==> src/rtl/sacc_ram.sv <==
// generic simple dual port ram, one write and one registered read per cycle
// no dependencies
module sacc_ram #(
  parameter int unsigned WIDTH = 24,
  parameter int unsigned DEPTH = 16,
  localparam int unsigned AW = (DEPTH > 1) ? $clog2(DEPTH) : 1
) (
  input  logic             clk_i,
  input  logic             we_i,
  input  logic [AW-1:0]    waddr_i,
  input  logic [WIDTH-1:0] wdata_i,
  input  logic             re_i,
  input  logic [AW-1:0]    raddr_i,
  output logic [WIDTH-1:0] rdata_o
);

  logic [WIDTH-1:0] mem [DEPTH];

  always_ff @(posedge clk_i) begin
    if (we_i) begin
      mem[waddr_i] <= wdata_i;
    end
  end

  always_ff @(posedge clk_i) begin
    if (re_i) begin
      rdata_o <= mem[raddr_i];
    end
  end

endmodule
==> config.mk <==
export PLATFORM = sky130hd
export DESIGN_NAME = sacc_ram
export DESIGN_NICKNAME = d
export VERILOG_FILES = /design/src/rtl/sacc_ram.sv
export SDC_FILE = /design/constraint.sdc
export NUM_CORES = 1
export LEC_CHECK = 0
export BUFFER_PORTS_ARGS = -buffer_cell sky130_fd_sc_hd__buf_4
export CORE_ASPECT_RATIO = 1.1
export CORE_MARGIN = 4
export CORE_UTILIZATION = 43
export CTS_BUF_LIST = sky130_fd_sc_hd__clkbuf_8 sky130_fd_sc_hd__clkbuf_16
export CTS_CLUSTER_DIAMETER = 60
export DETAILED_ROUTE_END_ITERATION = 8
export GPL_ROUTABILITY_DRIVEN = 1
export SYNTH_ARGS = -nofsm -noshare
export SYNTH_HDL_FRONTEND = slang
export SYNTH_SLANG_ARGS = --single-unit
==> constraint.sdc <==
create_clock -name clk_i -period 3.5 [get_ports clk_i]
set_input_delay 0.7 -clock clk_i [delete_from_list [all_inputs] [get_ports clk_i]]
set_output_delay 0.7 -clock clk_i [all_outputs]
set_load 0.05 [all_outputs]
# == Word level (Yosys, flattened, before mapping) ==
# Memories as Yosys holds them, arrays and structs flattened. A register that Yosys moved wholly into a read port is not among the register bits.
# Cells that the tools add are included.
# totals
elab_cells,3
ram_bits,384
mem_count,1
reg_bits,0
out_inout_bits,24
inputBits,35
# op_classes
muxes,2
# mem_list
memory,depth,word_bits,read_ports,rd_clocked_by_memory_dff,write_ports,line,text
mem,16,24,1,1,1,17,logic [WIDTH-1:0] mem [DEPTH];
# op_table
operator,n
1-bit 2-to-1 mux,2

# == Logic depth before layout (Yosys ltp) ==
# depth
depth_word,2
mapped_depth,6

# == Worst setup path before layout ==
# Ideal clock, no wire load.
# synth_path
path_type,in2reg
from,in waddr_i[2]
to,mem mem[0][0] (enable)
slack_ps,183
t_arrival_ps,2882
required_time_ps,3065
stages,2
setup_ps,435
cell_sequence,or3b_2 nor3_1
# synth_rtl
element,line,text
start: declaration,10,"input logic [AW-1:0] waddr_i,"
end: declaration,17,
# No word-level cell before the write port.

==> impl_metrics.ini <==
[run_status]
status = completed

[clock_network]
post_cts_buffers = 0
cts_sinks = 408
cts.path.max_buffers = 3
clock_latency_ns = 0.52
holdBufCountCts = 0
cts_buffers = 42
clkTransAtPathRegs_ns = 0.06
clockRootBuffer = clkbuf_16
cts_tree = built
htree_num_levels = 2
cts_resized = 0

[critical_path]
path_delay_family = buffers and inverters
crit_fanout = 30
worstSetupEndpointType = flop
cp_slowest_stage_delay_ns = 0.55
criticalPathCategory = in -> reg
slowest_stage = mux4_2
arrival_ns = 2.27
crit_chain = buf_6, buf_12, mux4_2, a22oi_1, nand2_1
crit_buf_inv = 2
required_ns = 3.76
startpoint_type = input pin

[power_and_ir_drop]
p_total_uw = 10530
p_per_area_nw_per_um2 = 594.7
p_int_uw = 8393
power_frac_seq_pct = 52.6
p_leak_uw = 0.005714
p_switching_uw = 2137
power_frac_clock_pct = 41.9
swShare_pct = 20.29
p_comb_share_pct = 5.5
max-vdd-ir-drop_v = 0.0003480

[sta]
fmax_ghz = 0.4987
worst_slew_pin_slew_ns = 0.9110
period_share_pct = 57.30
max_slew_margin_pct = 39.20
maxSlewViolCount = 0
tns_ns = 0
hold_violations = 0
rsz0062_at_grt = no
fin_skew_ns = 0.01031
min_period_ns = 2.005
setup_viol = 0

[finish]
drive_gt1_share_pct = 34.29
nets = 772
synthToLayoutAreaGrowth_pct = 16.72
antenna_cells = 0
finish.utilization_pct = 51.24

[placement]
gp_congestion = 0.7316
portBuffers = 58
hpwl_um = 17270

[grt]
grt-ovfl-total = 0
track_usage_pct = 17.20
grt_antenna_before_repair = 0
grt_pass1_wl_um = 48750
grt_max_degree = 41
grt_pass1_vias = 7609

[synth]
postSynthCellCount = 636
synthesis.area_sq_um = 15170
yosysUniqueCellTypes = 15
synth_nets = 671
synth_warnings = 0
ys_seq_area_share_pct = 80.76
synth_seq_cells = 408
synth_area_per_cell_sq_um = 23.85

[floorplanning]
core_area_sq_um = 34560
die_width_um = 187.1
row_count = 71
die_h_um = 205
boundaryPins = 59
dieArea_sq_um = 38350
start_util_pct = 43.90

[detailed_routing]
drt-total-wl_um = 32760
dr.pass1.iters = 5
dr.first_iter.drc_count = 553
via_per_inst = 5.752
ant_nets = 0
wire_per_inst_um = 27.19
drc = 0
route.vias.total = 6931

[job]
cap_violations = 0

[min_path]
min_path_type = in -> reg
power by group through the flow:
stage | logic (uW) | registers [uW] | clock network, uW
2_1_floorplan | 265 | 5720 | 0
3_3_place_gp | 572 | 5630 | 0
3_5_place_dp | 588 | 5640 | 0
4_1_cts | 589 | 5540 | 4500
5_1_grt | 620 | 5540 | 4730
6_report | 577 | 5540 | 4420
state kept, by name (all words and copies together), names as in the netlist:
register  count
rdata_o      24
mem         384
path summary, 6_finish.rpt:
| kind | from | to | slack (ns) | depth (start not counted) |
|---|---|---|---|---|
| min reg2reg | mem[15][20]$_DFFE_PP_ | rdata_o[20]$_DFFE_PP_ | 0.75 | 3 |
| min | wdata_i[11] | mem[7][11]$_DFFE_PP_ | 0.46 | 1 |
| max | raddr_i[0] | rdata_o[18]$_DFFE_PP_ | 1.49 | 5 |
| max reg2reg | mem[11][4]$_DFFE_PP_ | rdata_o[4]$_DFFE_PP_ | 2.04 | 3 |
cells in the mapped netlist:
cell type	n	area, sq um
a22oi_1	48	360.4
nand3b_1	2	15.01
buf_2	10	50.05
and2_1	1	6.260
nand2_1	25	93.84
nand2b_1	2	12.51
nand3_1	1	5.000
clkbuf_1	18	67.56
nor2_1	13	48.80
nor2b_1	2	12.51
buf_6	5	56.30
mux4_2	96	2162
edfxtp_1	408	12250
or3b_2	1	8.760
nor3_1	4	20.02
placed cells by master (no fill, tap or decap):
cell type   instances
edfxtp_1          408
mux4_2             96
buf_4              85
a22oi_1            48
clkbuf_16          43
nand2_1            25
nor2_2             13
clkinv_1           11
bufinv_16           6
inv_1               6
nor3_2              4
clkinv_2            4
buf_12              4
nor2b_2             2
nand3b_1            2
nand2b_1            2
clkinvlp_4          2
and2_1              1
nand3_1             1
or3b_2              1
inv_6               1
inv_8               1
buf_6               1
cell type report:
cell class	count	area, sq um
repair buffers	90	729.5
flip-flops and latches	408	12250
fillers	2661	16850
clock buffers	43	1076
multi-input cells	195	2803
clock inverters	31	299.0
well taps	438	548.0
logic make-up after synthesis:
family / synth area share [%]
simple gates: 1.468
buf+inv: 1.146
compound gates: 2.375
mux: 14.25
flops: 80.76
through the flow:
step / cells / hold slack, ns / worst slack (ns) / instance area (sq um)
4_1_cts: 1205 / 0.4442 / 1.470 / 17710
5_1_grt: 1205 / 0.4492 / 1.382 / 17710
3_3_place_gp: 1131 / 0.7287 / 0.9343 / 16330
3_5_place_dp: 1131 / 0.7419 / 0.9271 / 16330
6_report: 1205 / 0.4639 / 1.495 / 17710
2_1_floorplan: 636 / 0.7103 / 0.1826 / 15170
layer usage:
| metal | global-route usage (%) | up-vias | share of wire (%) | routed length [um] |
|---|---|---|---|---|
| met5 | 0 | - | 0 | 0 |
| met4 | 3.936 | 0 | 1.7 | 551 |
| met3 | 2.744 | 50 | 4.8 | 1557 |
| met2 | 31.47 | 197 | 54 | 17590 |
| met1 | 21.78 | 3755 | 40 | 13060 |
| li1 | - | 2929 | - | - |
No activity file was read; power rests on OpenSTA's default activity.
